==> src/q16fx_pkg.sv <==
`timescale 1ns / 1ps

package q16fx_pkg;

	// Data path width and the fixed shifts of the Q16.16 format
	localparam int unsigned DATA_W     = 32;
	localparam int unsigned FRAC_BITS  = 16;
	localparam int unsigned HALF_SHIFT = 8;

	// One restoring step per cell, one cell per quotient bit
	localparam int unsigned DIV_CELLS = DATA_W;

	typedef enum logic [3:0] {
		OP_ADDF     = 4'd0,
		OP_ADDI     = 4'd1,
		OP_SUBF     = 4'd2,
		OP_SUBI     = 4'd3,
		OP_MULF     = 4'd4,
		OP_MULI     = 4'd5,
		OP_DIVF     = 4'd6,
		OP_DIVI     = 4'd7,
		OP_FROM_INT = 4'd8,
		OP_TO_SHORT = 4'd9
	} op_t;

	// Per-transaction side data that rides along the divider chain
	typedef struct packed {
		logic              is_div;
		logic              neg;
		logic              shf8;
		logic              dz;
		logic [DATA_W-1:0] res;
	} side_t;

	// Contents of one divider cell
	typedef struct packed {
		logic              valid;
		logic [DATA_W-1:0] rem;
		logic [DATA_W-1:0] quo;
		logic [DATA_W-1:0] dsr;
		side_t             side;
	} stage_t;

endpackage

==> src/q16fx_post.sv <==
`timescale 1ns / 1ps

module q16fx_post import q16fx_pkg::*; (
	input  logic              clk,
	input  logic              arst_n,
	input  logic              en,
	input  stage_t            din,
	output logic              valid,
	output logic [DATA_W-1:0] result,
	output logic              divide_by_zero
);

	logic [DATA_W-1:0] q_signed;
	logic [DATA_W-1:0] q_final;
	logic [DATA_W-1:0] res_nxt;
	logic              valid_q;
	logic [DATA_W-1:0] result_q;
	logic              dz_q;

	// Apply quotient sign, then the fixed divide rescale
	assign q_signed = din.side.neg ? DATA_W'(-din.quo) : din.quo;
	assign q_final  = din.side.shf8 ? (q_signed << HALF_SHIFT) : q_signed;

	always_comb begin
		priority if (din.side.dz) begin
			res_nxt = '0;
		end else if (din.side.is_div) begin
			res_nxt = q_final;
		end else begin
			res_nxt = din.side.res;
		end
	end

	// Output register
	always_ff @(posedge clk or negedge arst_n) begin
		if (!arst_n) begin
			valid_q <= 1'b0;
		end else if (en) begin
			valid_q <= din.valid;
		end
	end

	always_ff @(posedge clk) begin
		if (en) begin
			result_q <= res_nxt;
			dz_q     <= din.side.dz;
		end
	end

	assign valid          = valid_q;
	assign result         = result_q;
	assign divide_by_zero = dz_q;

endmodule

==> config.mk <==
export PLATFORM = sky130hd
export DESIGN_NAME = q16fx_post
export DESIGN_NICKNAME = d
export VERILOG_FILES = /design/src/q16fx_pkg.sv /design/src/q16fx_post.sv
export SDC_FILE = /design/constraint.sdc
export NUM_CORES = 1
export LEC_CHECK = 0
export BUFFER_PORTS_ARGS = -buffer_cell sky130_fd_sc_hd__buf_2
export CORE_MARGIN = 3
export CORE_UTILIZATION = 42
export DETAILED_ROUTE_END_ITERATION = 12
export HOLD_SLACK_MARGIN = 0.12
export PLACE_DENSITY = 0.79
export SYNTH_ARGS = -nofsm -noshare
export SYNTH_HDL_FRONTEND = slang
export SYNTH_SLANG_ARGS = --single-unit
==> constraint.sdc <==
create_clock -name clk -period 0.8 [get_ports clk]
set_input_delay 0.16 -clock clk [delete_from_list [all_inputs] [get_ports clk]]
set_output_delay 0.16 -clock clk [all_outputs]
set_load 0.01 [all_outputs]
# After elaboration in Yosys (flattened, before gate mapping)
# Cells that the tools add are included.
[op_classes] magnitude_cmp=0 multipliers=0 add_sub_neg=1 reduce_logical=0 n_div=0 eq_ne=0 n_mux=3 n_shift=0 n_bitwise=0
[ops] operator="$mux W32" n=3
[ops] operator="$neg A32 Y32" n=1
[word_totals] out_inout_bits=34 register_bits=34 ramBits=0 latch_bits=0 mem_bits_ro=0 in_bits=136 word_cells=7 n_memories=0

# Logic depth before layout (Yosys ltp)
[depth] word_depth=4 depth_mapped=8

# Worst setup path after synthesis
# No wires, ideal clock.
[synth_timing] path_kind="input to register" start="input port din[92] (netlist name)" end="register result_q[31] (netlist: result[31]) (data pin)" arrival_ns=2.088 slack_ns=-1.435 path_stages=6 cell_sequence="or4_4 -> or4_4 -> nor2_4 -> or4b_1 -> a211o_1 -> a21oi_1"
[synth_via] elab_chain_len=4
[synth_rtl] element="start: declaration" line_no="q16fx_post.sv:7" source="input stage_t din,"
[synth_rtl] element="$neg A32 Y32" line_no="q16fx_post.sv:21" source="assign q_signed = din.side.neg ? DATA_W'(-din.quo) : din.quo;"
[synth_rtl] element="$mux W32" line_no="q16fx_post.sv:21"
[synth_rtl] element="$mux W32" line_no="q16fx_post.sv:22" source="assign q_final = din.side.shf8 ? (q_signed << HALF_SHIFT) : q_signed;"
[synth_rtl] element="$mux W32" line_no="q16fx_post.sv:27" source="end else if (din.side.is_div) begin"
[synth_rtl] element="end signal: assignment" line_no="q16fx_post.sv:45" source="result_q <= res_nxt;"
[synth_rtl] element="end: declaration" line_no="q16fx_post.sv:17" source="logic [DATA_W-1:0] result_q;"
# Every way passes these cells.
# A chain may end at the register's enable or synchronous reset.

# Worst setup path in the final report
# Ends and elaborated chain as after synthesis.

==> summary.md <==
| Metric | Value |
|---|---|
| Status | complete, but fails checks |
| Failing checks | negative setup slack |
| Synthesized cell area | about 2500 um2 |
| WS Path Type | input port to register |
| Gpl congestion | about 0.94 |
| Initial Util | 44.6% |
| Die ar. | a little under 7000 um2 |
| Power Dens Cells | 1150 nW/um2 |
| Skew-Pair Late Insertion Delay | 0.29 ns |
| Most frequent cells in the layout | buf_2, buf_4, edfxtp_1, buf_6, nand2_1 |
| Post-Synthesis Cells | 271 |
| Finished Layout Cells | between 500 and 600 |
| Internal power | approximately 4 mW |
| Synth warnings | 0 |
| Reg power frac | a little under two fifths |
| Number of global-route vias before repair | 3158 |
| Worst Max-Slew Pin Slew | roughly 0.38 ns |
| Sequential share of the synthesized area | roughly two fifths |
| Syn_nets | between 400 and 500 |
| HP Class | input port to register |
| Tmin final | 2.19 ns |
| Setup Viol. Count Final | 67 |
| Static Leak | 2.17 nW |
| I/O Buffers | between 100 and 150 |
| Mean Syn Cell Area | 9.29 um2 |
| GRT Resource Usage Total | around 30% |
| CP Launch Type | input port |
| Area contributors post-synth | edfxtp_1, nand2_1, xnor2_1 |
| Crit-path most repeated cell | or4_4 |
| Placed insts | about 520 |
| Cell chain of the critical path | buf_6, or4_4, or4_4, nor2_4, or4b_4, a211o_1, a21oi_1 |
| FF-to-FF setup slack | -0.06 ns |
| Leading register cell type out of synthesis | edfxtp_1 |
| Dpl ws | -1.61 ns |
| H-tree Lvls | 2 |
| Vias | around 3400 |
| Endpoints failing hold | 0 |
| Top cell type's share of synthesized area | 39.4% |
| Seq cells post-synth | 34 |
| Critical Path Slowest Stage Cell | or4_4 |
| Crit end category | register |
| Placement Cell Area | 3930 um2 |
| Root buffer cell | clkbuf_8 |
| Post-synthesis cell type count | 54 |
| NetSw | 1.83 mW |
| CTS Buffer Depth | 2 |
| Max_slew headroom | 74.6% |
| Vias per inst | 6.16 |
| Peak supply drop | 1.22 mV |
| Die H | 83.4 um |
| DRT iter0 DRCs | 348 |
| Ant. Diodes | 0 |
| Combinational group share of total power | 39.0% |
| Filler instances | 254 |
| RSZ-0062 raised after global routing | true |
| Share of post-route cells with drive strength above 1 | 66.5% |
| Async S/R FF share, synth | 2.94% |
| CP required | between 0.9 and 1 ns |
| Post-synth EDFFs | 33 |
| Switching fraction of total power | a little under a third |
| Maximum clock rate | 0.457 GHz |
| Clock Pin Slew Worst Setup and Hold Paths | 0.07 ns |
| IO Pins | 170 |
| Layout Nets | between 600 and 700 |
| Largest net degree at the start of global routing | 21 |
| Dpl hpwl | just over 7000 um |
| Clock power frac | 23.0% |
| DIE WIDTH | 83.4 um |
| CTS tree | built |
| Setup ws final | -1.39 ns |
| DRT Wirelength | 12300 um |
| Synth area leader | edfxtp_1 |
| Max_cap viols | 0 |
| Most common cell after layout, fill and taps aside | buf_2 |
| Worst Path Arrival | 2.32 ns |
| DR pass1 iterations | 8 |
| Clk_skew | 0 ns |
| Worst Hold Slack | 0.109 ns |
| # rows | 27 |
| Wirelength per Cell | between 20 and 25 um |
| Antenna Violating Nets Remaining | 0 |
| Final worst path period share | 274% |
| Final Cell Area | a little under 5000 um2 |
| Crit path largest cell delay | 0.54 ns |
| Core Region | 5640 um2 |
| Congestion Overflow GR | 0 |
| Drc violations | 0 |
| Antenna violations before repair | 0 |
| First-pass GRT wire length | roughly 17000 um |
| CTS Buf Count | 5 |
| Pins Over Slew Limit | 0 |
| Crit Path Max Fanout | 2 |
| CTS sink cnt | 34 |
| Area grow syn2layout | 97.6% |
metal layers:
layer | GRT usage [%] | vias to the layer above | part of all wire [%]
met4 | 9.80 | 0 | 6.0
met3 | 6.35 | 92 | 11
met2 | 52.2 | 294 | 48
met5 | 0 | - | 0
met1 | 36.9 | 1588 | 35
li1 | - | 1446 | -
worst paths after layout:
kind                       cells after the start               from                  endpoint
min reg2reg                                    2  valid$_DFFE_PN0P_         valid$_DFFE_PN0P_
min                                            2           din[132]         valid$_DFFE_PN0P_
min in group asynchronous                      2             arst_n         valid$_DFFE_PN0P_
max reg2reg                                    2  valid$_DFFE_PN0P_         valid$_DFFE_PN0P_
max in group asynchronous                      2             arst_n         valid$_DFFE_PN0P_
max                                            7            din[92]  result[31]$_SDFFCE_PP0P_
final cells by class:
cell class                 instances  area [um2]  share of cell area, %
clock buffer                       7        86.3                   1.74
tap                               72        90.1                   1.81
sequential                        34        1020                   20.4
inverter                           6        40.0                  0.805
clock inverter                     1        5.00                  0.101
multi-input combinational        214        2100                   42.3
timing repair buffer             221        1630                   32.8
flip-flops by register name (all words and copies together) (netlist names):
signal          count
divide_by_zero      1
valid               1
result             32
power groups by stage:
stage               sequential (mW)  clock, mW  combinational, mW
floorplan                      2.32          0              0.659
global placement               2.21          0               1.59
detailed placement             2.22          0               1.61
CTS                            2.18       1.32               1.93
global route                   2.19       1.41               2.33
finish                         2.18       1.32               2.24
cells by family after synthesis:
family                   Yosys count  share of synthesized area [%]
adder cells (fa/ha/maj)            1                          0.497
AO/OA/AOI/OAI                     82                           22.0
XOR/XNOR                          26                           9.05
buffers and inverters             23                           3.83
flip-flops                        34                           40.4
multiplexers                       8                           3.33
AND/OR/NAND/NOR                   97                           20.9
worst max-delay path, delay by kind of cell:
family	cells	cell delay, ns
AOI/OAI and AO/OA	2	0.47
buffers and inverters	1	0.09
and+or+nand+nor	4	1.60
metrics by stage:
step | TNS (ns) | power [mW] | util, %
after global routing | -35.53 | 5.94 | 88.2
after floorplan | -24.90 | 2.98 | -
final | -33.49 | 5.74 | 88.2
after CTS | -29.52 | 5.43 | 82.6
after global placement | -36.40 | 3.80 | 69.6
after detailed placement | -37.26 | 3.83 | 69.6
Yosys cell counts, drive strengths merged, types with 3 or more instances:
master / count
edfxtp: 33
nand2: 31
nor2: 26
o21ai: 22
a21oi: 16
clkbuf: 15
xnor2: 13
xor2: 13
o31ai: 10
inv: 6
o41ai: 6
mux2i: 5
nor2b: 5
nor3: 5
nor4: 5
nand2b: 4
nor3b: 4
a22o: 3
mux2: 3
o221ai: 3
or2: 3
or3: 3
or4: 3
timing repair:
item	CTS	global route
endpoints found under the setup margin	66	67
hold buffers	1	0
resized for setup	105	41
buffers inserted	20	11
hold endpoints to repair	2	0
pin swaps	59	46
(Power assumes the default switching activity.)
