[src/q16fx_pkg.sv]
`timescale 1ns / 1ps

package q16fx_pkg;

	// Data path width and the fixed shifts of the Q16.16 format
	localparam int unsigned DATA_W     = 32;
	localparam int unsigned FRAC_BITS  = 16;
	localparam int unsigned HALF_SHIFT = 8;

	// One restoring step per cell, one cell per quotient bit
	localparam int unsigned DIV_CELLS = DATA_W;

	typedef enum logic [3:0] {
		OP_ADDF     = 4'd0,
		OP_ADDI     = 4'd1,
		OP_SUBF     = 4'd2,
		OP_SUBI     = 4'd3,
		OP_MULF     = 4'd4,
		OP_MULI     = 4'd5,
		OP_DIVF     = 4'd6,
		OP_DIVI     = 4'd7,
		OP_FROM_INT = 4'd8,
		OP_TO_SHORT = 4'd9
	} op_t;

	// Per-transaction side data that rides along the divider chain
	typedef struct packed {
		logic              is_div;
		logic              neg;
		logic              shf8;
		logic              dz;
		logic [DATA_W-1:0] res;
	} side_t;

	// Contents of one divider cell
	typedef struct packed {
		logic              valid;
		logic [DATA_W-1:0] rem;
		logic [DATA_W-1:0] quo;
		logic [DATA_W-1:0] dsr;
		side_t             side;
	} stage_t;

endpackage

[src/q16fx_prep.sv]
`timescale 1ns / 1ps

module q16fx_prep import q16fx_pkg::*; (
	input  logic                     clk,
	input  logic                     arst_n,
	input  logic                     en,
	input  logic                     valid,
	input  logic [3:0]               opcode,
	input  logic signed [DATA_W-1:0] operand_a,
	input  logic signed [DATA_W-1:0] operand_b,
	output stage_t                   data
);

	logic signed [DATA_W-1:0] mul_x;
	logic signed [DATA_W-1:0] mul_y;
	logic        [DATA_W-1:0] prod;
	logic signed [DATA_W-1:0] dsr_s;
	logic        [DATA_W-1:0] abs_a;
	logic        [DATA_W-1:0] abs_d;
	logic        [DATA_W-1:0] res;
	logic                     is_div;
	stage_t                   data_s1;

	// Shared multiplier; fixed multiply pre-shifts both operands
	always_comb begin
		if (opcode == OP_MULF) begin
			mul_x = operand_a >>> HALF_SHIFT;
			mul_y = operand_b >>> HALF_SHIFT;
		end else begin
			mul_x = operand_a;
			mul_y = operand_b;
		end
	end
	assign prod = DATA_W'(mul_x * mul_y);

	// Divider operands as magnitudes, sign of the quotient kept aside
	assign dsr_s  = (opcode == OP_DIVF) ? (operand_b >>> HALF_SHIFT) : operand_b;
	assign is_div = (opcode == OP_DIVF) || (opcode == OP_DIVI);
	assign abs_a  = operand_a[DATA_W-1] ? DATA_W'(-operand_a) : operand_a;
	assign abs_d  = dsr_s[DATA_W-1] ? DATA_W'(-dsr_s) : dsr_s;

	// Results of the non-divide operations
	always_comb begin
		unique case (opcode)
			OP_ADDF:     res = operand_a + operand_b;
			OP_ADDI:     res = operand_a + (operand_b << FRAC_BITS);
			OP_SUBF:     res = operand_a - operand_b;
			OP_SUBI:     res = operand_a - (operand_b << FRAC_BITS);
			OP_MULF,
			OP_MULI:     res = prod;
			OP_FROM_INT: res = operand_a << FRAC_BITS;
			OP_TO_SHORT: res = operand_a >>> FRAC_BITS;
			default:     res = '0;
		endcase
	end

	// Stage register feeding the first divider cell
	always_ff @(posedge clk or negedge arst_n) begin
		if (!arst_n) begin
			data_s1 <= '0;
		end else if (en) begin
			data_s1.valid       <= valid;
			data_s1.rem         <= '0;
			data_s1.quo         <= abs_a;
			data_s1.dsr         <= abs_d;
			data_s1.side.is_div <= is_div;
			data_s1.side.neg    <= operand_a[DATA_W-1] ^ dsr_s[DATA_W-1];
			data_s1.side.shf8   <= (opcode == OP_DIVF);
			data_s1.side.dz     <= is_div && (dsr_s == '0);
			data_s1.side.res    <= res;
		end
	end

	assign data = data_s1;

endmodule

[config.mk]
export PLATFORM = sky130hd
export DESIGN_NAME = q16fx_prep
export DESIGN_NICKNAME = d
export VERILOG_FILES = /design/src/q16fx_pkg.sv /design/src/q16fx_prep.sv
export SDC_FILE = /design/constraint.sdc
export NUM_CORES = 2
export LEC_CHECK = 0
export ABC_AREA = 1
export BUFFER_PORTS_ARGS = -buffer_cell sky130_fd_sc_hd__buf_4
export CAP_MARGIN = 20
export CORE_ASPECT_RATIO = 1.4
export CORE_MARGIN = 4
export CORE_UTILIZATION = 35
export CTS_BUF_LIST = sky130_fd_sc_hd__clkbuf_8
export DETAILED_ROUTE_END_ITERATION = 6
export PLACE_DENSITY = 0.53
export SYNTH_ARGS = -nofsm -noshare
export SYNTH_HDL_FRONTEND = slang
export SYNTH_SLANG_ARGS = --single-unit
[constraint.sdc]
create_clock -name clk -period 1.1 [get_ports clk]
set_input_delay 0.22 -clock clk [delete_from_list [all_inputs] [get_ports clk]]
set_output_delay 0.22 -clock clk [all_outputs]
set_load 0.03 [all_outputs]
After elaboration in Yosys (flattened, before gate mapping)

Index checks and enable logic that the tools add are counted.
W data, S select, Z words.

Bits in registers: 101

Add/subtract/negate cells: 6
$mul: 1
Eq/ne operators: 9
Muxes and demuxes: 6
Bitwise logic cells: 1
Reduce and logical (&&, ||, !) cells: 5

Operators with widths:

| cell                 | count |
|---|---|
| $pmux W32 S7         | 1 |
| $mux W31             | 3 |
| $add A32 B32 Y32     | 2 |
| $mux W32             | 2 |
| $neg A32 Y32         | 2 |
| $sub A32 B32 Y32     | 2 |
| $logic_not A32 Y1    | 1 |
| $mul A32 B32 Y32     | 1 |
| $eq A4 B3 Y1 const B | 4 |
| $eq A4 B2 Y1 const B | 2 |
| $eq A4 B4 Y1 const B | 2 |
| $eq A4 B1 Y1 const B | 1 |
| $logic_not A4 Y1     | 1 |
| $reduce_or A2 Y1     | 1 |
| $logic_and A1 B1 Y1  | 1 |
| $logic_or A1 B1 Y1   | 1 |
| $xor A1 B1 Y1        | 1 |

Longest topological paths before layout

Word-level depth: 4
Gate-level depth with buffers: 42

Worst setup path before layout

Ideal clock, no wire load.

Kind: input-to-reg
Start: in opcode[2]
End: reg data_s1, in the netlist data[26]
Setup time: 0.133 ns
Arrival time: 7.063 ns
Required time: 0.967 ns
Setup slack: -6.096 ns
Cell stages on the path: 30
Path through: inv_2 -> nor2_8 -> nand2_8 -> buf_6 -> o21ai_1 -> clkbuf_1 -> nor2_1 -> fa_1 -> fa_1 -> inv_1 -> fa_1 -> fa_1 -> inv_1 -> fa_1 -> inv_1 -> fa_1 -> inv_1 -> fa_1 -> fa_1 -> ha_1 -> a21oi_1 -> o21ai_0 -> a21oi_1 -> nand3_1 -> a21o_1 -> or2_2 -> nand3_1 -> nand2_1 -> nor3b_1 -> o21ai_0

Longest elaborated chain between the ends: 4

RTL lines:

| element          | RTL line                           | RTL |
|---|---|---|
| from (decl)      | q16fx_prep.sv:8                    | `input logic [3:0] opcode,` |
| $eq A4 B3 Y1     | q16fx_prep.sv:26, q16fx_prep.sv:44 |  |
| $mux W31         | q16fx_prep.sv:26                   | `if (opcode == OP_MULF) begin` |
| $mul A32 B32 Y32 | q16fx_prep.sv:34                   | `assign prod = DATA_W'(mul_x * mul_y);` |
| $pmux W32 S7 *   | q16fx_prep.sv:44                   | `unique case (opcode)` |
| to (decl)        | q16fx_prep.sv:22                   | `stage_t data_s1;` |

Every way passes the cells marked *; elsewhere a longest branch is shown, timed or not.
A chain may end at the register's enable or synchronous reset.

Worst setup path after layout

Start: in opcode[2]
End: reg data_s1, in the netlist data[29]

The elaborated chain is that of the path after synthesis.

==> run_summary.xml <==
<?xml version="1.0" encoding="UTF-8"?>
<metrics>
  <group name="status">
    <metric name="status" unit="">finished, violations left</metric>
    <metric name="failed_checks" unit="">negative setup slack</metric>
  </group>
  <group name="critical_path">
    <metric name="critPathSlowestCell" unit="">sky130_fd_sc_hd__fa_1</metric>
    <metric name="worst_path_most_repeated_cell" unit="">sky130_fd_sc_hd__fa_1</metric>
    <metric name="cpPeakStageDelay" unit="ns">0.57</metric>
    <metric name="startpoint_type" unit="">primary input</metric>
    <metric name="cp_max_fo" unit="">7</metric>
    <metric name="worst-setup-path-type" unit="">primary input to flop</metric>
    <metric name="worst_ep_required_time" unit="ns">1.47</metric>
    <metric name="cp.arrival" unit="ns">7.42</metric>
    <metric name="crit_path_end_kind" unit="">flop</metric>
  </group>
  <group name="cts">
    <metric name="tritoncts" unit="">yes</metric>
    <metric name="clk_latency" unit="ns">0.46</metric>
    <metric name="cts.htree.levels" unit="">3</metric>
    <metric name="cts_max_path_buffers" unit="">2</metric>
    <metric name="cts_root_buf" unit="">sky130_fd_sc_hd__clkbuf_8</metric>
    <metric name="clock_sinks" unit="">101</metric>
    <metric name="cts_inserted_buffers" unit="">9</metric>
    <metric name="worst_setup_hold_path_clk_slew" unit="ns">0.12</metric>
  </group>
  <group name="placement">
    <metric name="numPortBuffers" unit="">172</metric>
    <metric name="gpl.final_weighted_congestion" unit="">1.04</metric>
    <metric name="place_worst_setup_slack" unit="ns">-6.61</metric>
    <metric name="half_perimeter_wire_length_after_placement" unit="um">103000</metric>
  </group>
  <group name="hold_path">
    <metric name="type_of_the_tightest_min_delay_check" unit="">primary input to flop</metric>
  </group>
  <group name="yosys">
    <metric name="mappedNetlistArea" unit="um2">26600</metric>
    <metric name="synth_cells" unit="">3691</metric>
    <metric name="synth-edff-count" unit="">0</metric>
    <metric name="number_of_flip_flops_and_latches_in_the_synthesized_netlist" unit="">101</metric>
    <metric name="synthesis.area_per_instance" unit="um2">7.21</metric>
    <metric name="synth.lib_cells_used.distinct" unit="">61</metric>
    <metric name="register_area_share_after_synthesis" unit="%">9.50</metric>
    <metric name="most_used_dff_post_synth" unit="">sky130_fd_sc_hd__dfrtp_1</metric>
    <metric name="yosysWarnings" unit="">0</metric>
    <metric name="synth_async_sr_flop_share" unit="%">100</metric>
  </group>
  <group name="sta">
    <metric name="final_hold_viol_count" unit="">0</metric>
    <metric name="maxClockFrequency" unit="MHz">142</metric>
    <metric name="maxSlewHeadroom" unit="%">54.6</metric>
    <metric name="clock-skew-final" unit="ns">0</metric>
    <metric name="tightest_slew" unit="ns">0.673</metric>
    <metric name="final-setup-viol-count" unit="">193</metric>
    <metric name="finalMaxSlewViolations" unit="">0</metric>
    <metric name="layout_worst_path_cycle_share" unit="%">641</metric>
    <metric name="postLayoutSetupSlackWorst" unit="ns">-5.95</metric>
    <metric name="period_minus_slack" unit="ns">7.05</metric>
    <metric name="rsz0062_at_grt" unit="">true</metric>
  </group>
  <group name="grt">
    <metric name="grt-ovfl-total" unit="">0</metric>
    <metric name="global_route_wire_length_before_repair" unit="um">178000</metric>
    <metric name="grt_pass1_vias" unit="">29700</metric>
    <metric name="grt_antenna_before_repair" unit="">1</metric>
    <metric name="grt_start_max_net_pins" unit="">37</metric>
    <metric name="globalRouteTotalUtil" unit="%">29.5</metric>
  </group>
  <group name="final_layout">
    <metric name="fin_nets" unit="">5363</metric>
    <metric name="num-fill-cells" unit="">7449</metric>
    <metric name="layout-area-overhead-vs-synth" unit="%">47.7</metric>
    <metric name="largest_register_ffs" unit="">101</metric>
    <metric name="layout.cells.most_common_list" unit="">934 x sky130_fd_sc_hd__buf_4, 769 x sky130_fd_sc_hd__nand2_1, 607 x sky130_fd_sc_hd__inv_1, 415 x sky130_fd_sc_hd__nor2_1, 375 x sky130_fd_sc_hd__fa_1</metric>
    <metric name="drive_gt1_share" unit="%">34.7</metric>
    <metric name="multi_input_area" unit="um2">23100</metric>
    <metric name="seqCellArea" unit="um2">2530</metric>
    <metric name="layout_commonest_cell" unit="">sky130_fd_sc_hd__buf_4</metric>
  </group>
  <group name="floorplan">
    <metric name="core_area" unit="um2">75300</metric>
    <metric name="design.die.area" unit="um2">80600</metric>
    <metric name="fp-row-count" unit="">119</metric>
    <metric name="io-pin-count" unit="">205</metric>
    <metric name="die_x" unit="um">241</metric>
    <metric name="initial_core_util" unit="%">35.3</metric>
    <metric name="die-height" unit="um">334</metric>
  </group>
  <group name="route">
    <metric name="totalWireLength" unit="um">120000</metric>
    <metric name="antenna_left" unit="">0</metric>
    <metric name="detailroute.via_count" unit="">28400</metric>
    <metric name="detailedRoute.firstPassIterationCount" unit="">6</metric>
    <metric name="post-route-drc-count" unit="">0</metric>
    <metric name="wl_per_cell" unit="um">21.2</metric>
    <metric name="detailedRoute.firstIterationViolations" unit="">1745</metric>
    <metric name="route.detailed.vias_per_inst" unit="">5.02</metric>
  </group>
  <group name="run">
    <metric name="drv.max_cap_violation_count" unit="">0</metric>
  </group>
</metrics>
[Yosys cell counts (9+ instances only)]
library cell | number | area (um2)
sky130_fd_sc_hd__a21oi_1 | 133 | 666
sky130_fd_sc_hd__a31oi_1 | 15 | 93.8
sky130_fd_sc_hd__buf_2 | 9 | 45.0
sky130_fd_sc_hd__buf_4 | 35 | 263
sky130_fd_sc_hd__clkbuf_1 | 97 | 364
sky130_fd_sc_hd__dfrtp_1 | 101 | 2530
sky130_fd_sc_hd__fa_1 | 410 | 8210
sky130_fd_sc_hd__ha_1 | 199 | 2490
sky130_fd_sc_hd__inv_1 | 669 | 2510
sky130_fd_sc_hd__inv_2 | 12 | 45.0
sky130_fd_sc_hd__nand2_1 | 819 | 3070
sky130_fd_sc_hd__nand2_2 | 12 | 75.1
sky130_fd_sc_hd__nand3_1 | 132 | 661
sky130_fd_sc_hd__nand3b_1 | 12 | 90.1
sky130_fd_sc_hd__nand4_1 | 17 | 106
sky130_fd_sc_hd__nor2_1 | 495 | 1860
sky130_fd_sc_hd__nor3_1 | 32 | 160
sky130_fd_sc_hd__o2111ai_1 | 15 | 131
sky130_fd_sc_hd__o211ai_1 | 11 | 82.6
sky130_fd_sc_hd__o21ai_0 | 214 | 1070
sky130_fd_sc_hd__o21ai_1 | 25 | 125
sky130_fd_sc_hd__o21ai_2 | 9 | 78.8
sky130_fd_sc_hd__or2_2 | 23 | 144
sky130_fd_sc_hd__xnor2_1 | 18 | 158
sky130_fd_sc_hd__xor2_1 | 77 | 674
[logic make-up after synthesis]
group           Yosys count  share of synthesized area [%]
other cells               1                         0.0141
compound gates          471                           10.2
flops                   101                           9.50
xor+xnor                 95                           3.13
simple gates           1572                           24.3
fa+ha+maj               609                           40.2
buf+inv                 842                           12.7
[repair_timing]
item,4_1_cts,5_1_grt
hold endpoints to repair,102,0
hold buffers,2,0
buffers inserted,63,45
gates cloned,1,5
setup endpoints to repair,194,194
pin swaps,90,105
resized for setup,335,291
[per-stage QoR]
step	hold slack [ns]	instance area [um2]	utilization (%)	setup TNS, ns	std cells
final	0.0823	39300	52.2	-218.59	5656
after global routing	0.0951	39300	52.2	-232.70	5656
after floorplan	-0.0756	27300	-	-183.85	3722
after CTS	0.0543	37700	50.0	-214.05	5606
after global placement	0.129	35500	47.2	-252.23	5528
after detailed placement	0.125	35500	47.2	-253.07	5528
[final timing paths]
check                           end      start  slack [ns]  cells after the start
hold reg to reg            data[12]   data[12]        0.49                      2
max in group asynchronous  data[45]     arst_n        0.39                      3
min in group asynchronous  data[31]     arst_n        0.18                      2
hold / removal             data[71]         en        0.08                      3
setup reg to reg           data[30]   data[30]        0.29                      2
setup / recovery           data[29]  opcode[2]       -5.95                     36
[layout make-up]
type	count	area share (%)
inverter	687	6.87
tap	968	3.08
clock inverter	6	0.194
multi-input combinational	2780	58.9
sequential	101	6.45
timing repair buffer	1103	24.2
antenna	1	0.00637
clock buffer	10	0.350
[worst max-delay path: cells and delay by family]
kind / cells / cell delay (ns)
buffers and inverters: 11 / 1.11
and+or+nand+nor: 11 / 0.96
adders and majority gates: 9 / 4.29
xor gates and xnor gates: 1 / 0.26
AOI/OAI and AO/OA: 4 / 0.55
[routing by layer]
metal,GRT usage [%],vias up,part of all wire [%]
met4,19.4,0,8.6
met2,52.0,928,50
met3,2.91,324,4.4
met5,0,-,0
met1,33.7,13900,37
li1,-,13300,-
Power is left out: the tool's default activity adds up to more than one toggle a clock period on the data nets, which glitch-free logic cannot reach.
