### config.mk
export PLATFORM = sky130hd
export DESIGN_NAME = q16fx_div_cell
export DESIGN_NICKNAME = d
export VERILOG_FILES = /design/src/q16fx_pkg.sv /design/src/q16fx_div_cell.sv
export SDC_FILE = /design/constraint.sdc
export NUM_CORES = 1
export LEC_CHECK = 0
export ABC_AREA = 1
export BUFFER_PORTS_ARGS = -buffer_cell sky130_fd_sc_hd__buf_2
export CAP_MARGIN = 15
export CORE_MARGIN = 2
export CORE_UTILIZATION = 45
export DETAILED_ROUTE_END_ITERATION = 12
export PLACE_DENSITY_LB_ADDON = 0.25
export SETUP_SLACK_MARGIN = 0.05
export SYNTH_ARGS = -nofsm -noshare
export SYNTH_HDL_FRONTEND = slang
export SYNTH_SLANG_ARGS = --single-unit
### constraint.sdc
create_clock -name clk -period 1.01 [get_ports clk]
set_clock_uncertainty 0.05 [all_clocks]
set_input_delay 0.0505 -clock clk [delete_from_list [all_inputs] [get_ports clk]]
set_output_delay 0.0505 -clock clk [all_outputs]
set_load 0.01 [all_outputs]
### src/q16fx_pkg.sv
`timescale 1ns / 1ps

package q16fx_pkg;

	// Data path width and the fixed shifts of the Q16.16 format
	localparam int unsigned DATA_W     = 32;
	localparam int unsigned FRAC_BITS  = 16;
	localparam int unsigned HALF_SHIFT = 8;

	// One restoring step per cell, one cell per quotient bit
	localparam int unsigned DIV_CELLS = DATA_W;

	typedef enum logic [3:0] {
		OP_ADDF     = 4'd0,
		OP_ADDI     = 4'd1,
		OP_SUBF     = 4'd2,
		OP_SUBI     = 4'd3,
		OP_MULF     = 4'd4,
		OP_MULI     = 4'd5,
		OP_DIVF     = 4'd6,
		OP_DIVI     = 4'd7,
		OP_FROM_INT = 4'd8,
		OP_TO_SHORT = 4'd9
	} op_t;

	// Per-transaction side data that rides along the divider chain
	typedef struct packed {
		logic              is_div;
		logic              neg;
		logic              shf8;
		logic              dz;
		logic [DATA_W-1:0] res;
	} side_t;

	// Contents of one divider cell
	typedef struct packed {
		logic              valid;
		logic [DATA_W-1:0] rem;
		logic [DATA_W-1:0] quo;
		logic [DATA_W-1:0] dsr;
		side_t             side;
	} stage_t;

endpackage

### src/q16fx_div_cell.sv
`timescale 1ns / 1ps

module q16fx_div_cell import q16fx_pkg::*; (
	input  logic   clk,
	input  logic   arst_n,
	input  logic   en,
	input  stage_t din,
	output stage_t dout
);

	logic [DATA_W:0]   trial;
	logic [DATA_W-1:0] diff;
	logic              ge;
	logic [DATA_W-1:0] rem_nxt;
	stage_t            data_s1;

	// One restoring step: shift in the next dividend bit, subtract if it fits
	assign trial   = {din.rem, din.quo[DATA_W-1]};
	assign diff    = trial[DATA_W-1:0] - din.dsr;
	assign ge      = (trial >= {1'b0, din.dsr});
	assign rem_nxt = ge ? diff : trial[DATA_W-1:0];

	always_ff @(posedge clk or negedge arst_n) begin
		if (!arst_n) begin
			data_s1 <= '0;
		end else if (en) begin
			data_s1.valid <= din.valid;
			data_s1.rem   <= rem_nxt;
			data_s1.quo   <= {din.quo[DATA_W-2:0], ge};
			data_s1.dsr   <= din.dsr;
			data_s1.side  <= din.side;
		end
	end

	assign dout = data_s1;

endmodule

---- Word level (Yosys, flattened, before mapping) ----
Index checks and enable logic that the tools add are counted.
operators by class
  multiplexer cells ....................... 1
  $add $sub $neg .......................... 1
  order comparisons ....................... 1
operator list
  operator                                          count
  33-bit by 32-bit >= comparator with 1-bit output  1
  32-bit 2-to-1 mux                                 1
  32-bit subtractor                                 1
storage, ports and cells
  output and inout bits ................... 133
  input bits .............................. 136
  flip-flop bits (word level) ............. 133

---- Depth between registers and ports, before layout ----
Gate-level depths: netlist of run 1.
  depth after elaboration ................. 2
  gate-level depth with buffers ........... 16
  mapped depth without buffers ............ 16

---- Worst setup path after synthesis of run 1 ----
Ideal clock, no wire load.
  path type ............................... input port to flip-flop
  from .................................... in din[64] in the netlist's numbering
  to ...................................... reg data_s1, in the netlist dout[102]
  stages on the path ...................... 11
  buffers on the path ..................... 1
  required time ........................... 843 ps
  arrival ................................. 1496 ps
  slack ................................... -653 ps
  path through ............................ inv_1 ha_1 a21oi_1 o21ai_0 nand2_1 nand3_2 nor2_8 buf_2 nand3b_1 nand3_1 nand2_1
between the ends
  cells in the longest elaborated chain, start to end .. 2
ends and longest elaborated chain
  what                                              RTL line              RTL
  start: declaration                                q16fx_div_cell.sv:7   input stage_t din,
  33-bit by 32-bit >= comparator with 1-bit output  q16fx_div_cell.sv:20  assign ge = (trial >= {1'b0, din.dsr});
  32-bit 2-to-1 mux                                 q16fx_div_cell.sv:21  assign rem_nxt = ge ? diff : trial[DATA_W-1:0];
  end: declaration                                  q16fx_div_cell.sv:15  stage_t data_s1;
Every way passes these cells.
A chain may end at the register's enable or synchronous reset.

---- Worst setup path after layout of run 1 ----
  from .................................... in din[56] in the netlist's numbering
  to ...................................... reg data_s1, in the netlist dout[116]
Same word-level chain as after synthesis.

==> impl_metrics.toml, run 1 <==
[critical_path]
rrSetupSlack_ns = -0.52
r2r_cells = 3
critPathTopFamily = "simple AND/OR/NAND/NOR gates"
r2r-end = "dout[58]"
critPathMaxFanout = 8
critPathBufInv = 4
crit_path_top_delay_cell = "ha_4"
worst-endpoint-arrival_ns = 2.16
slowest_delay_ns = 0.26
crit_chain = "buf_6, inv_2, ha_4, nand2_4, inv_2, nand2_2, nand2_4, a21oi_4, nor2_4, nor2_8, nand2_8, buf_12, nand2_1, nand3_1, nand2_1"
critPathLaunchType = "input port"
end_kind = "flip-flop"
crit_required_ns = 1.34
timing_worst_setup_path_type = "input port to flip-flop"
r2r_start = "dout[58]"

[timing]
setup_violations = 171
whs_ns = -0.009326
final_hold_viol_count = 1
report.final.slew_viol_count = 0
final.period_utilization_pct = 181.6
worst_slack_ns = -0.8243
relSlewSlack_pct = 27.62
max_freq_mhz = 545.2
worst_pin_slew_ns = 1.074
rsz0062_at_grt = "true"
min_period_ns = 1.834

[synthesis]
ys_warn_count = 0
ys_ff_latch = 133
synth.yosys.seq_area_share_pct = 41.72
synth.distinct_cells = 31
synth-main-ff-cell = "dfrtp_1"
synth_area_um2 = 7978
postSynthAreaPerCell_um2 = 6.848
synth.net_count = 1334
async_flop_share_pct = 100.0
synth-edff-count = 0
syn_inst = 1165

[layout]
syn2layout_area_growth_pct = 90.92
drive_gt1_share_pct = 45.18
largest_reg_flops = 133
fin_cells = 2022
final_nets = 1949

[grt]
grt.total_usage_pct = 38.19
grt_max_degree = 49
grt_pass1_wl_um = 54430
grt_pass1_vias = 10404
grt.overflow.total = 0
antenna_found_initial = 5

[place]
portBuffers = 268
dpl_worst_slack_ns = -0.9009
gp_congestion = 1.003
dp_hpwl_um = 20850
place_inst = 1737

[clock_network]
numClockSinks = 133
insertion_delay_ns = 0.44
cts_tree = "done"
htree_levels = 4
ctsRootBufferMaster = "clkbuf_16"
cts_made_buffers = 17
cts.path.max_buffers = 2
clk_pin_slew_ns = 0.07

[pwr]
power_frac_comb_pct = 38.8
p_seq_share_pct = 30.1
pwr-share-clk_pct = 31.1
switching_share_pct = 37.76
switching_power_mw = 8.049
intPower_mw = 13.27
power_density_nw_per_um2 = 1399
ir_worst_vdd_uv = 1280
total_leakage_power_nw = 8.240

[die]
die_h_um = 137.1
start_util_pct = 46.12
chipWidth_um = 137.1
row_count = 48
core-area_um2 = 17300
io_pins = 269
die_area_um2 = 18810

[detailed_routing]
wl_per_cell_um = 24.57
via_per_inst = 5.959
first_pass_iters = 8
drt.antenna.violating_nets = 0
routed_wl_um = 49680
drc_errors = 0
drt_iter0_drc = 1859
via_count = 12050

[worst_hold_path]
worstHoldPathCells = 6
hold_path_class = "input port to flip-flop"
min_to = "dout[126]"
min_from = "din[125]"

[run_status]
outcome = "finished, violations left"
violations = "hold timing, setup timing"

[flow_run]
maxCapViolations = 0
synthesized netlist by cell type (3+ instances only):
| library cell | count | area (um^2) |
|---|---|---|
| nand4_1 | 8 | 50.05 |
| nand2_1 | 581 | 2181 |
| a21oi_1 | 18 | 90.09 |
| buf_6 | 3 | 33.78 |
| buf_2 | 6 | 30.03 |
| and2_1 | 3 | 18.77 |
| nor2_1 | 37 | 138.9 |
| clkbuf_1 | 26 | 97.59 |
| nand2_2 | 4 | 25.02 |
| dfrtp_1 | 133 | 3328 |
| inv_1 | 153 | 574.3 |
| nand3_1 | 66 | 330.3 |
| nor2_2 | 6 | 37.54 |
| o21ai_0 | 33 | 165.2 |
| nand3b_1 | 25 | 187.7 |
| xnor2_1 | 13 | 113.9 |
| ha_1 | 32 | 400.4 |
kinds of logic (layout without fill, tap and decap cells):
logic type,count (synthesis),after routing,share of synthesized area (%)
buffers and inverters,191,819,9.410
XOR/XNOR,14,14,1.537
flip-flops,133,133,41.72
AO/OA/AOI/OAI,56,56,3.686
other,0,4,0
adder cells (fa/ha/maj),33,33,5.270
AND/OR/NAND/NOR,738,738,38.38
worst reg2reg max path, stage by stage, from the launching register on:
cell and delay, ns:
dfrtp_1 0.41, buf_4 0.14, nand2_1 0.18, o21ai_0 0.45
placed cells by master (no fill, tap or decap), drive strengths merged:
cell,n
a21oi,19
and2,3
buf,508
bufinv,1
clkbuf,18
clkinv,6
clkinvlp,2
dfrtp,133
diode,4
dlygate4sd3,123
fa,1
ha,32
inv,161
nand2,587
nand3,68
nand3b,25
nand4,8
nor2,44
nor3,2
nor4,1
o21a,2
o21ai,33
o21bai,2
xnor2,13
xor2,1
through the flow:
stage	utilization, %	area [um^2]	setup TNS [ns]	power, mW
floorplan	-	8616	-15.85	8.996
global placement	64.01	11070	-27.67	11.24
detailed placement	64.01	11070	-28.14	11.31
CTS	82.00	14180	-15.28	18.94
global route	88.03	15230	-36.20	21.84
finish	88.06	15230	-33.99	21.32
worst max-delay path by stage:
stage,start,endpoint,slack (ns),cells after the start
floorplan,din[42],dout[111],-0.50,16
global placement,din[42],dout[108],-0.87,15
detailed placement,din[58],dout[127],-0.90,16
CTS,din[107],dout[119],-0.29,14
global route,din[56],dout[116],-0.95,15
finish,din[56],dout[116],-0.82,15
layout make-up:
cell class	count	area, um^2
antenna	4	10.01
clock buffer	17	425.4
clock inverter	15	168.9
fill	728	2066
inverter	155	634.4
multi-input combinational	841	5225
sequential	133	3328
tap	225	281.5
timing repair buffer	632	5157
routing by layer:
layer | GRT usage (%) | vias to the layer above | share of wire, %
met5 | 0 | - | 0.42
li1 | - | 4787 | -
met2 | 64.21 | 1298 | 42
met3 | 14.00 | 516 | 15
met1 | 42.38 | 5437 | 32
met4 | 19.36 | 12 | 10
timing repair:
item | 4_1_cts | 5_1_grt
buffers inserted | 57 | 68
gates cloned | 1 | 1
endpoints found under the hold margin | 255 | 0
pin swaps | 70 | 45
resized for setup | 222 | 131
setup endpoints to repair | 166 | 167
hold buffers | 123 | 0
power by group through the flow:
stage / sequential (mW) / combinational, mW / clock, mW
detailed placement: 6.29 / 5.02 / 0
CTS: 6.24 / 6.38 / 6.32
finish: 6.41 / 8.27 / 6.64
floorplan: 6.60 / 2.39 / 0
global route: 6.43 / 8.61 / 6.81
global placement: 6.28 / 4.96 / 0
(Power assumes the default switching activity.)
==> run 2: changes to the inputs <==
--- a/config.mk
+++ b/config.mk
@@ -13,6 +13,7 @@
 export DETAILED_ROUTE_END_ITERATION = 12
 export PLACE_DENSITY_LB_ADDON = 0.25
 export SETUP_SLACK_MARGIN = 0.05
+export SKIP_CTS_REPAIR_TIMING = 1
 export SYNTH_ARGS = -nofsm -noshare
 export SYNTH_HDL_FRONTEND = slang
 export SYNTH_SLANG_ARGS = --single-unit
==> run 2 against run 1 <==
Compared with the run above: the run still ends with hold timing, setup timing left; worst setup slack better by 0.37 ns; hold slack got worse by 0.029 ns; via count decreased by 15%; wire length fell by 26%; register-to-register slack improved by 0.57 ns; cell count down 3.5%; global-route usage is 10 points lower; clock-buffer cell count unchanged; utilization down 3.8 points; fmax increased by 25%; die area unchanged; final area shrank 4.3%; critical endpoint is now dout[119].
==> impl_metrics.toml, run 2 (synthesis results as in run 1) <==
[detailed_routing]
highest_layer = "met5"
via_per_inst = 5.261
routed_wl_um = 36560
wl_per_cell_um = 18.74
wl_met3_um = 3268
via_count = 10264
drt_iter0_drc = 798
first_pass_iters = 5
drt.antenna.violating_nets = 0
drc_errors = 0
dr_wl_met2_um = 17910
wl_met1_um = 13600

[place]
place_inst = 1737
gp_congestion = 1.003
portBuffers = 268
dp_hpwl_um = 20850

[clock_network]
insertion_delay_ns = 0.44
htree_levels = 4
clk_pin_slew_ns = 0.07
cts_made_buffers = 17
numClockSinks = 133
ctsRootBufferMaster = "clkbuf_16"
cts.path.max_buffers = 2
cts_tree = "done"

[layout]
drive_gt1_share_pct = 43.42
fin_cells = 1951
final_cell_mix = "479 x nand2_1, 198 x buf_2, 163 x buf_4, 133 x dfrtp_1, 119 x dlygate4sd3_1"
syn2layout_area_growth_pct = 82.67
fin_util_pct = 84.25
largest_reg_flops = 133
layout_commonest_cell = "nand2_1"
final_nets = 1881

[critical_path]
critPathMaxFanout = 8
worst-endpoint-arrival_ns = 1.71
critPathLaunchType = "input port"
timing_worst_setup_path_type = "input port to flip-flop"
end_kind = "flip-flop"
crit_required_ns = 1.26

[timing]
final_hold_viol_count = 20
whs_ns = -0.03794
setup_violations = 166
max_freq_mhz = 683.8
worst_pin_slew_ns = 0.4130
report.final.slew_viol_count = 0
setup_tns_ns = -18.81
min_period_ns = 1.462
final.period_utilization_pct = 144.8
relSlewSlack_pct = 72.46
rsz0062_at_grt = "true"
worst_slack_ns = -0.4525

[die]
die_area_um2 = 18810
die_h_um = 137.1
row_count = 48
core-area_um2 = 17300
io_pins = 269
chipWidth_um = 137.1
start_util_pct = 46.12

[pwr]
total_leakage_power_nw = 7.866
ir_worst_vdd_uv = 1279
fin_total_pwr_mw = 19.78
power_density_nw_per_um2 = 1357

[grt]
antenna_found_initial = 2
grt.overflow.total = 0
grt_pass1_vias = 8087
grt_max_degree = 49
grt_pass1_wl_um = 40620
grt.total_usage_pct = 28.11

[run_status]
outcome = "finished, violations left"
violations = "hold timing, setup timing"

[worst_hold_path]
hold_path_class = "input port to flip-flop"

[flow_run]
maxCapViolations = 0
==> run 2: final cells by class <==
type | count | area (um^2)
antenna | 1 | 2.502
clock buffer | 17 | 425.4
clock inverter | 15 | 168.9
fill | 899 | 2724
inverter | 155 | 624.3
multi-input combinational | 842 | 5249
sequential | 133 | 3328
tap | 225 | 281.5
timing repair buffer | 563 | 4493
==> run 2: power by group <==
part           internal [mW]  total, mW  switching (mW)
logic                   3.37       7.06            3.69
registers               5.92       6.34           0.418
clock network           3.51       6.38            2.88
==> run 2: per-stage QoR <==
step	setup WS, ns	instance area, um^2
final	-0.4525	14570
after global routing	-0.4860	14570
after CTS	-0.4531	11670
after detailed placement	-0.9009	11070
after global placement	-0.8706	11070
after floorplan	-0.5045	8616
==> run 2: worst paths after layout <==
kind | slack [ns] | to | from | depth (start not counted)
setup / recovery | -0.45 | dout[119] | din[40] | 15
max in group asynchronous | 0.38 | dout[95] | arst_n | 3
min in group asynchronous | -0.03 | dout[82] | arst_n | 2
hold / removal | -0.04 | dout[111] | din[110] | 4
setup reg to reg | 0.05 | dout[57] | dout[57] | 3
hold reg to reg | 0.42 | dout[30] | dout[30] | 2
==> run 2: routing by layer <==
metal,vias up,track usage [%]
met3,154,5.741
met2,629,47.71
met5,-,0
li1,4652,-
met1,4827,36.00
met4,2,8.648
==> run 2: critical path, cell delays in order <==
cell and delay [ns]:
buf_2 0.11, inv_4 0.04, ha_4 0.29, nand2_2 0.10, nor2_4 0.13, nand2_1 0.06, nor2_1 0.09, nand2_1 0.08
nand3_2 0.12, nor2_8 0.07, nand2_8 0.13, buf_12 0.16, nand2_4 0.06, nand3_2 0.07, nand2_1 0.11
